$ cat src/rtl/srt_pkg.sv
// Shared types, codes and digit helper for the signed radix sorter.
`timescale 1ns / 1ps
package srt_pkg;

  localparam int VALUE_W = 32;
  localparam int POS_W   = 10;
  localparam int DIGIT_W = 8;
  localparam int TABLE_DEPTH = 256;

  localparam logic [DIGIT_W-1:0] TABLE_LAST = 8'd255;
  localparam logic [DIGIT_W-1:0] TOP_FLIP   = 8'd128;
  localparam logic [1:0]         PASS_LAST  = 2'd3;

  localparam logic OP_APPEND = 1'b0;
  localparam logic OP_READ   = 1'b1;

  // Command strobes from the controller to the datapath.
  typedef struct packed {
    logic app_wr;   // store the appended value at the element index
    logic rd_req;   // a read request is accepted this cycle
    logic rd_ok;    // the read request is in range
    logic clr_cnt;  // zero the count table entry at the table index
    logic dig_rd;   // latch source value and digit, read its count
    logic cnt_inc;  // write back count plus one for the latched digit
    logic pre_wr;   // write running sum at the table index, add the count
    logic scatter;  // write the latched value at its slot in the target store
  } srt_cmd_t;

  function automatic logic [DIGIT_W-1:0] digit_of(input logic [VALUE_W-1:0] v,
                                                  input logic [1:0] pass);
    logic [DIGIT_W-1:0] d;
    case (pass)
      2'd0: d = v[7:0];
      2'd1: d = v[15:8];
      2'd2: d = v[23:16];
      default: d = v[31:24] ^ TOP_FLIP;
    endcase
    return d;
  endfunction

endpackage

$ cat src/rtl/srt_ctrl.sv
// Controller: request acceptance, element count and the four-pass sort sequencer.
`timescale 1ns / 1ps
module srt_ctrl import srt_pkg::*; #(
  parameter int MAX_ELEMENTS = 1024
) (
  input  logic                               clk,
  input  logic                               rst,
  input  logic                               req_valid,
  input  logic                               req_op,
  input  logic                               req_last,
  input  logic [POS_W-1:0]                   req_position,
  input  logic                               cred_ok,
  output logic                               req_ready,
  output srt_cmd_t                           cmd,
  output logic [1:0]                         pass,
  output logic [DIGIT_W-1:0]                 tix,
  output logic [$clog2(MAX_ELEMENTS)-1:0]    idx
);

  localparam int AW = $clog2(MAX_ELEMENTS);
  localparam int CW = $clog2(MAX_ELEMENTS + 1);
  localparam int XW = (CW > POS_W) ? CW : POS_W;

  localparam logic [3:0] S_IDLE    = 4'd0;
  localparam logic [3:0] S_CLEAR   = 4'd1;
  localparam logic [3:0] S_CNT_RD  = 4'd2;
  localparam logic [3:0] S_CNT_DIG = 4'd3;
  localparam logic [3:0] S_CNT_WR  = 4'd4;
  localparam logic [3:0] S_PRE_RD  = 4'd5;
  localparam logic [3:0] S_PRE_WR  = 4'd6;
  localparam logic [3:0] S_SC_RD   = 4'd7;
  localparam logic [3:0] S_SC_DIG  = 4'd8;
  localparam logic [3:0] S_SC_WR   = 4'd9;

  logic [3:0]         state, state_next;
  logic [CW-1:0]      element_count, element_count_next;
  logic               sort_done, sort_done_next;
  logic [1:0]         pass_next;
  logic [DIGIT_W-1:0] tix_next;
  logic [AW-1:0]      eix, eix_next;
  logic [CW-1:0]      base;
  logic               room;
  logic               last_elem;
  logic               accept;

  assign req_ready = (state == S_IDLE) && cred_ok;
  assign accept    = req_valid && req_ready;
  // a finished set restarts from zero on the next append
  assign base      = sort_done ? '0 : element_count;
  assign room      = base < CW'(MAX_ELEMENTS);
  assign last_elem = (CW'(eix) + CW'(1)) == element_count;
  assign idx       = (state == S_IDLE) ? base[AW-1:0] : eix;

  always_comb begin
    state_next         = state;
    element_count_next = element_count;
    sort_done_next     = sort_done;
    pass_next          = pass;
    tix_next           = tix;
    eix_next           = eix;
    cmd                = '0;
    case (state)
      S_IDLE: begin
        if (accept) begin
          if (req_op == OP_APPEND) begin
            sort_done_next     = 1'b0;
            element_count_next = base;
            if (room) begin
              cmd.app_wr         = 1'b1;
              element_count_next = base + CW'(1);
            end
            if (req_last) begin
              state_next = S_CLEAR;
              pass_next  = '0;
              tix_next   = '0;
              eix_next   = '0;
            end
          end else begin
            cmd.rd_req = 1'b1;
            cmd.rd_ok  = sort_done && (XW'(req_position) < XW'(element_count));
          end
        end
      end
      S_CLEAR: begin
        cmd.clr_cnt = 1'b1;
        tix_next    = tix + DIGIT_W'(1);
        if (tix == TABLE_LAST) begin
          state_next = S_CNT_RD;
          eix_next   = '0;
        end
      end
      S_CNT_RD: state_next = S_CNT_DIG;
      S_CNT_DIG: begin
        cmd.dig_rd = 1'b1;
        state_next = S_CNT_WR;
      end
      S_CNT_WR: begin
        cmd.cnt_inc = 1'b1;
        if (last_elem) begin
          eix_next   = '0;
          tix_next   = '0;
          state_next = S_PRE_RD;
        end else begin
          eix_next   = eix + AW'(1);
          state_next = S_CNT_RD;
        end
      end
      S_PRE_RD: state_next = S_PRE_WR;
      S_PRE_WR: begin
        cmd.pre_wr = 1'b1;
        tix_next   = tix + DIGIT_W'(1);
        state_next = (tix == TABLE_LAST) ? S_SC_RD : S_PRE_RD;
      end
      S_SC_RD: state_next = S_SC_DIG;
      S_SC_DIG: begin
        cmd.dig_rd = 1'b1;
        state_next = S_SC_WR;
      end
      S_SC_WR: begin
        cmd.cnt_inc = 1'b1;
        cmd.scatter = 1'b1;
        if (last_elem) begin
          eix_next = '0;
          tix_next = '0;
          if (pass == PASS_LAST) begin
            sort_done_next = 1'b1;
            state_next     = S_IDLE;
          end else begin
            pass_next  = pass + 2'd1;
            state_next = S_CLEAR;
          end
        end else begin
          eix_next   = eix + AW'(1);
          state_next = S_SC_RD;
        end
      end
      default: state_next = S_IDLE;
    endcase
  end

  always_ff @(posedge clk) begin
    if (rst) begin
      state         <= S_IDLE;
      element_count <= '0;
      sort_done     <= 1'b0;
      pass          <= '0;
      tix           <= '0;
      eix           <= '0;
    end else begin
      state         <= state_next;
      element_count <= element_count_next;
      sort_done     <= sort_done_next;
      pass          <= pass_next;
      tix           <= tix_next;
      eix           <= eix_next;
    end
  end

endmodule

$ cat config.mk
export PLATFORM = sky130hd
export DESIGN_NAME = srt_ctrl
export DESIGN_NICKNAME = d
export VERILOG_FILES = /design/src/rtl/srt_pkg.sv /design/src/rtl/srt_ctrl.sv
export SDC_FILE = /design/constraint.sdc
export NUM_CORES = 1
export LEC_CHECK = 0
export ABC_AREA = 1
export BUFFER_PORTS_ARGS = -buffer_cell sky130_fd_sc_hd__buf_2
export CAP_MARGIN = 20
export CORE_ASPECT_RATIO = 1.2
export CORE_MARGIN = 2
export CORE_UTILIZATION = 55
export CTS_CLUSTER_SIZE = 16
export DETAILED_ROUTE_END_ITERATION = 6
export PLACE_DENSITY = 0.78
export SYNTH_ARGS = -nofsm -noshare
export SYNTH_HDL_FRONTEND = slang
export SYNTH_SLANG_ARGS = --single-unit
export TNS_END_PERCENT = 10
$ cat constraint.sdc
create_clock -name clk -period 2.5 [get_ports clk]
set_input_delay 0.5 -clock clk [delete_from_list [all_inputs] [get_ports clk]]
set_output_delay 0.5 -clock clk [all_outputs]
set_load 0.005 [all_outputs]
-- After elaboration in Yosys (flattened, before gate mapping)
Index checks and enable logic that the tools add are counted.
- input port bits: 16
- register bits: 36
- memories kept: 0
- output and inout port bits: 29
- latch bits: 0
- bits in read-only memories: 0
- RAM bits: 0
- logic and storage cells: 94
- multiply operators: 0
- bitwise gates (word level): 1
- shift operators: 0
- eq/ne operators: 20
- mux-type cells: 44
- $add $sub $neg: 5
- reductions and logical operators: 16
- div/mod/pow operators: 0
- order comparisons: 2
- operator list (operator ; count):
    10-bit two-way mux ; 6
    4-bit one-hot mux with 10 select lines ; 1
    8-bit two-way mux ; 4
    10-bit one-hot mux with 3 select lines ; 1
    8-bit one-hot mux with 3 select lines ; 1
    11-bit two-way mux ; 2
    4-bit two-way mux ; 5
    4-bit by 3-bit equality test with 1-bit output (second input constant) ; 4
    5-bit AND reduction ; 3
    2-bit two-way mux ; 7
    2-bit inequality test (second input constant) ; 7
    1-bit two-way mux ; 12
    10-bit by 1-bit adder with 11-bit output (second input constant) ; 1
    11-bit by 1-bit adder with 11-bit output (second input constant) ; 1
    11-bit equality test ; 1
    10-bit by 11-bit < comparator with 1-bit output ; 1
    11-bit < comparator (second input constant) ; 1
    10-bit by 1-bit adder with 10-bit output (second input constant) ; 1
    3-bit two-way mux ; 3
    8-bit by 1-bit adder with 8-bit output (second input constant) ; 1
    4-bit by 2-bit equality test with 1-bit output (second input constant) ; 2
    4-bit equality test (second input constant) ; 2
    8-bit equality test (second input constant) ; 1
    6-bit AND reduction ; 1
    other kinds (14) ; 19

-- Logic depth before layout (Yosys ltp)
Gate-level depths: netlist of run 1.
- depth in word-level cells: 6
- mapped depth: 15
- gate-level depth less buffers: 15

-- Least setup slack after synthesis of run 1
Ideal clock, no wire load.
- kind: input-to-output
- start: in req_position[4]
- end: out cmd[5] (netlist name)
- data required time: 2000 ps
- setup slack: 649 ps
- path buffers: 0
- stages: 6
- data arrival time: 1351 ps
- cell sequence: ha_1 > a21oi_1 > o21ai_0 > nand2_1 > o211ai_1 > a311oi_1
- RTL lines (element ; RTL line ; source):
    start: declaration ; srt_ctrl.sv:11 ; input logic [POS_W-1:0] req_position,
    end: declaration ; srt_ctrl.sv:14 ; output srt_cmd_t cmd,

==> results list, run 1 <==
* Outcome: finished clean
- Average footprint of a synthesized cell: 6.48 um^2
- From left edge to right edge, the die measures 68.3 um.
- Post-synthesis sequential area ratio: 0.264
* Wire length per cell: 13.3 um
- For this run, the total global-route usage over all layers was measured as 0.279.
- Sum of routed wire length over all layers: 7040 um
* Max_cap viols: 0
- Final clock period utilization by the worst path: 0.944
- In the post-route analysis, the smallest setup slack over all paths is 141 ps.
* Cells along the critical path: nor2_4 > nand2_8 > nor2_4 > nand2_1 > nor2_2 > nand2_1 > a311oi_1 > buf_2
* Cell Pwr Density: 552 nW/um^2
- RSZ-0062 raised after global routing: yes
- Maximum ir drop on the vdd rail: 0.000550 V
- Routability-driven placement finished with a final weighted congestion of 0.903.
* Number of buffer cells added on primary ports: 44
- Of all nets on the critical path, the largest fanout is 19.
* Wire length of the first global-routing pass: 11,800 um
- The clock net in this run drives a total of 36 sinks.
- Largest net degree at the start of global routing: 28
- Crit path arrival time: 1860 ps
* CP peak stage delay: 350 ps
- For this run, the top clock speed supported by timing is 424 MHz.
* Cts bufs inserted: 5
- Slew @ Worst Pin: 570 ps
* Critical R2R Capture: state[0]
- Final Max Slew Viols: 0
- Cell area after synthesis: 2730 um^2
* Layout net count: 496
- The floorplan step defined a die boundary enclosing 5540 um^2.
* Number of placement rows: 28
- Summed over all layers, the global routing overflow is 0.
- IO Count: 45
- The tightest hold path in the finished design has a slack of 508 ps.
- Number of levels in the clock H-tree: 2
* CTS tree: built
- Data on the critical path is required at its endpoint by 2000 ps.
* Buffers from clock root to sink, at most: 2
- Starting DRT DRC Count: 220
* Number of global-route vias before repair: 2,665
* Leak pwr: 0.00135 uW
- Detailed placement finished with a half-perimeter wire length of 5490 um.
- In the final layout, the share of cells above drive strength 1 is 0.214.
* Max_slew headroom: 0.620
- Counting cells, the worst reg-to-reg path comes to 12.
- Beginning of the critical path: state[2]
- After filler insertion, the fill cell instance count of the layout stands at 490.
- Worst min-delay path class: flip-flop to flip-flop
* Register bit count reported by yosys: 36
* Register-to-register setup slack: 340 ps
* Unique cell type count in the Yosys netlist: 37
- For the final database, setup skew stands at 9.27 ps.
* Setup violators final: 0
* Count of nets left with antenna violations after detail routing: 0
* CP Launch Type: flip-flop
* Die Ht: 81.1 um
- The critical path is of the flip-flop to output port type.
- The Yosys step of the flow raised 0 warnings.
- The final route contains 2,897 vias.
- Counting every net in the synthesized netlist gives 450.
- Min cycle time layout: 2360 ps
- The worst register-to-register path begins at eix[1].
- Reg clk slew, reported paths: 80 ps
- DRT Pass-1 Iters: 5
- Clock network latency to the later pin of the worst-skew pair: 300 ps
- In this run the most critical hold path is launched from tix[7].
- Post-CTS setup repair buffer count: 0
* Root buffer cell: clkbuf_8
* Initial standard-cell utilization of the core: 0.560
- Antenna fix cells: 0
- Using the TritonRoute via totals, the vias-per-cell ratio works out to 5.49.
- Slowest cell on crit path: dfxtp_1
- The count of endpoints failing hold in the final timing report is 0.
- The total area inside the core boundary comes to 4870 um^2.
* Cell count after synthesis: 421
- Timing analysis after detailed placement gives a worst setup slack of 369 ps.
* Initial antenna violation count: 0
- In the routed design, unresolved DRC markers number 0.
- Following the worst setup path forward leads to its endpoint at cmd[5].
* Final core area utilization: 0.642
- P&R area growth vs syn: 14.6%
- STA classifies the critical path endpoint as an output port.
-- cell type report --
cell class              count  area (um^2)  area share
well taps                  60         75.1      0.0240
clock buffers               5         68.8      0.0220
inverters                  62          233      0.0744
repair buffers             45          228      0.0728
clock inverters             3         42.5      0.0136
multi-input cells         317         1760       0.563
flip-flops and latches     36          721       0.230
-- what timing repair did --
action / in CTS / in global routing
endpoints found under the setup margin: 0 / 4
hold buffers: 0 / 0
gates resized for setup: 0 / 2
-- how the worst min path moves through the flow --
stage / depth (start not counted) / to
final: 2 / tix[7]
after global routing: 2 / tix[1]
after CTS: 2 / tix[7]
after detailed placement: 2 / tix[7]
after global placement: 2 / tix[1]
after floorplan: 2 / element_count[8]
-- through the flow --
step | TNS [ps] | power [uW] | area [um^2] | std cells
finish | 0 | 1730 | 3130 | 528
global route | -78.8 | 1830 | 3130 | 528
CTS | 0 | 1720 | 3120 | 528
detailed placement | 0 | 1200 | 3000 | 520
global placement | 0 | 1190 | 3000 | 520
floorplan | 0 | 1050 | 2730 | 421
-- worst max-delay path, delay by kind of cell, from the launching register on --
family | cells | cell delay (ps)
DFF | 1 | 350
buffers and inverters | 1 | 150
AOI/OAI and AO/OA | 1 | 230
and+or+nand+nor | 6 | 830
-- per-layer routing --
layer	vias up	share of wire	routed length, um	global-route usage
li1	1476	-	-	-
met1	1306	0.42	2990	0.335
met4	0	0.025	176	0.100
met5	-	0	0	0
met2	98	0.50	3490	0.492
met3	17	0.055	384	0.0457
-- power by group --
group | leakage [uW] | switching (uW) | internal (uW)
logic | 0.00100 | 369 | 181
registers | 0.000291 | 46.8 | 603
clock network | 0.0000541 | 231 | 295
-- Yosys cell counts, drive strengths merged --
cell    count  share of area
o22ai       5          0.011
clkinv      2         0.0028
a311oi      1         0.0032
o31ai       1         0.0028
nand3      48           0.10
nand3b      1         0.0028
a221oi      1         0.0032
o211ai      2         0.0055
o21ai      21          0.039
nand4       6          0.014
xnor2       2         0.0064
xor2        2         0.0064
dfxtp      36           0.26
buf         1         0.0028
o21a        2         0.0055
nor3        8          0.018
or2         2         0.0046
o21bai      1         0.0028
nor2       47          0.086
inv        60          0.083
a31oi       1         0.0078
clkbuf      5         0.0069
a21oi      35          0.068
nand2     116           0.19
a211oi      2         0.0055
ha         13          0.060
-- registers in the layout, summed over array words and instances (netlist names) --
register       flops
pass               2
tix                8
element_count     11
eix               10
sort_done          1
state              4
-- logic make-up (layout without fill, tap and decap cells) --
family                     count (synthesis)  count (layout)  share of synthesized area
AOI/OAI and AO/OA                         72              72                      0.155
xor gates and xnor gates                   4               4                     0.0128
adders and majority gates                 13              13                     0.0596
buffers and inverters                     68             115                     0.0950
DFF                                       36              36                      0.264
and+or+nand+nor                          228             228                      0.414
-- cells in the final DEF (no fill, tap or decap), types with 3 or more instances in the layout --
cell type / synthesis / final
inv_2: 4 / 4
a21oi_2: 3 / 3
nand2_4: 4 / 3
nor2_1: 36 / 35
nand4_1: 6 / 6
nand2_2: 13 / 13
nor2_2: 5 / 6
buf_2: 0 / 44
nand3_1: 43 / 43
inv_1: 56 / 56
a21oi_1: 32 / 32
nand3_2: 4 / 4
o22ai_1: 5 / 5
o21ai_0: 19 / 19
nor2_4: 6 / 6
clkbuf_8: 0 / 5
dfxtp_1: 36 / 36
nand2_1: 98 / 98
ha_1: 13 / 13
nor3_1: 6 / 6
Note: power is estimated with default switching activity, not from simulation.
==> inputs of run 2 (changes only) <==
- BUFFER_PORTS_ARGS: -buffer_cell sky130_fd_sc_hd__buf_2 -> default
- DONT_BUFFER_PORTS: default -> 1
- PLACE_DENSITY: 0.78 -> 0.7
==> results list, run 2 (synthesized netlist as in run 1, its figures left out) <==
- The flow ran to the end, and the final reports show no timing, DRC or antenna violations.
- Die area: 5540 um^2 (unchanged)
- Via total after detailed routing: 2,750 (-5.1%)
- Worst min-delay path class: input pin to flip-flop
- Buffers from clock root to sink, at most: 2 (unchanged)
- The number of cell rows came to 28 (unchanged).
* Detailed placer's ending HPWL: 5310 um (-3.3%)
- The minimum period implied by the final worst setup slack came to 2400 ps (+37.2 ps).
* Antenna fix cells: 0 (unchanged)
- RSZ-0062 raised after global routing: no
- The worst clock skew on the final layout was 8.93 ps (-0.344 ps).
* Count of nets left with antenna violations after detail routing: 0 (unchanged)
- Vias per cell: 5.69 (+3.8%)
- Worst Setup End Kind: output port
- CP Launch Type: flip-flop
* Sink Count: 36 (unchanged)
- Final Max Slew Viols: 0 (unchanged)
- Wire length of the first global-routing pass: 11,300 um (-4.4%)
- The worst setup slack before clock tree synthesis came to 347 ps (-21.9 ps).
- Starting DRT DRC Count: 174 (-21%)
- The final worst-path cycle share is 0.959 (+0.0149).
* F_max: 417 MHz (-1.6%)
- The final wirelength was 6930 um (-1.6%).
- Root buffer cell: clkbuf_8
* Final core area utilization: 0.597 (-0.0455)
* Highest net fanout along the worst path: 19 (unchanged)
- Setup violators final: 0 (unchanged)
- Die Ht: 81.1 um (unchanged)
- P&R area growth vs syn: 6.51%
- Biggest regs: element_count: 11 flops, eix: 10 flops, tix: 8 flops
- Reg clk slew, reported paths: 80 ps (about the same)
* Largest net degree at the start of global routing: 28 (unchanged)
- Leak pwr: 0.00112 uW (-17%)
- DRT Pass-1 Iters: 5 (unchanged)
* Count of unresolved DRC violations after routing: 0 (unchanged)
- The worst supply voltage drop on vdd was 0.000407 V (-26%).
- The number of global-route vias before repair was 2,489 (-6.6%).
- The worst setup slack after layout is 103 ps (-37.2 ps).
* Wire length per cell: 14.3 um (+7.6%)
* CTS tree: built
- Crit path arrival time: 1900 ps (+40 ps)
- The final estimated routing congestion in global placement is 0.853 (-5.6%).
- The total core area was 4870 um^2 (unchanged).
- Commonest cells after routing, fill and taps aside: nand2_1, inv_1, nand3_1
* Aggregate negative setup slack: 0 ps (unchanged)
- FILL cells: 496 (+1.2%)
- The required time at the worst-slack endpoint is 2000 ps (about the same).
* Category of the most critical setup path: flip-flop to output port
- Number of buffer cells added on primary ports: 0 (-100%)
- Cts bufs inserted: 5 (unchanged)
- The number of top-level pins was 45 (unchanged).
* Most common cell after layout, fill and taps aside: nand2_1
- Clock network latency to the later pin of the worst-skew pair: 300 ps (about the same)
* Max_slew headroom: 0.686 (+0.0654)
- The flip-flop count of the largest register after layout is 11 (unchanged).
- Layout net count: 451 (-9.1%)
- The count of endpoints failing hold in the final timing report is 0 (unchanged).
* Overall power of the completed layout: 1680 uW (-2.7%)
* Aggregate global routing overflow: 0 (unchanged)
- The transition time at the pin with the least slew margin is 471 ps (-98.7 ps).
- The fraction of layout cells with a size suffix above 1 was 0.132 (-0.0813).
- The count of buffers added by post-CTS timing repair for setup is 0 (unchanged).
- The power density over cell area came to 578 nW/um^2 (+4.8%).
- The depth of the CTS H-tree is 2 (unchanged).
* Die extent in x: 68.3 um (unchanged)
* Initial antenna violation count: 0 (unchanged)
* Top reg by flops: element_count
- Max_cap viols: 0 (unchanged)
* Initial standard-cell utilization of the core: 0.560 (unchanged)
- GRT Overall Usage: 0.268 (-0.0108)
run 2: cell types whose count changed in the layout (fill, tap and decap cells not counted), sizes merged:
cell,delta
buf,-45
run 2: routing by layer:
metal	GRT usage	wire, um	vias up
met2	0.457	3400	111
met1	0.323	2930	1234
met4	0.114	153	0
li1	-	-	1390
met3	0.0526	438	15
met5	0	0	-
run 2: stage by stage:
stage,hold slack (ps),instances,area [um^2]
after CTS,245,483,2890
after global placement,500,475,2780
after detailed placement,502,475,2780
after floorplan,469,421,2730
final,252,483,2910
after global routing,240,483,2910
run 2: power by group:
group	total, uW	leakage (uW)	internal (uW)	switching (uW)
clock network	531	0.0000541	295	235
registers	652	0.000291	603	49.7
logic	497	0.000779	152	345
total	1680	0.00112	1050	631
run 2: path summary, 6_finish.rpt:
check,from,to,slack (ps),cells after the start
setup / recovery,state[3],cmd[7],100,7
hold / removal,rst,tix[5],250,1
setup reg to reg,eix[1],tix[4],380,12
hold reg to reg,element_count[8],element_count[8],510,2
run 2: timing repair:
item | CTS | global route
resized for setup | 0 | 3
hold buffers | 0 | 0
setup endpoints to repair | 0 | 2
run 2: cell type report:
| cell class | count | area [um^2] | area share |
|---|---|---|---|
| well taps | 60 | 75.1 | 0.0258 |
| flip-flops and latches | 36 | 721 | 0.248 |
| clock buffers | 5 | 68.8 | 0.0237 |
| clock inverters | 3 | 42.5 | 0.0146 |
| inverters | 62 | 233 | 0.0801 |
| multi-input cells | 317 | 1770 | 0.608 |
run 2: critical path, stage by stage, from the launching register on:
cell and delay [ps]:
dfxtp_1 370, nor2_4 220, nand2_8 150, nor2_4 150, nand3_2 160, inv_2 110, nand2_1 170, inv_1 270
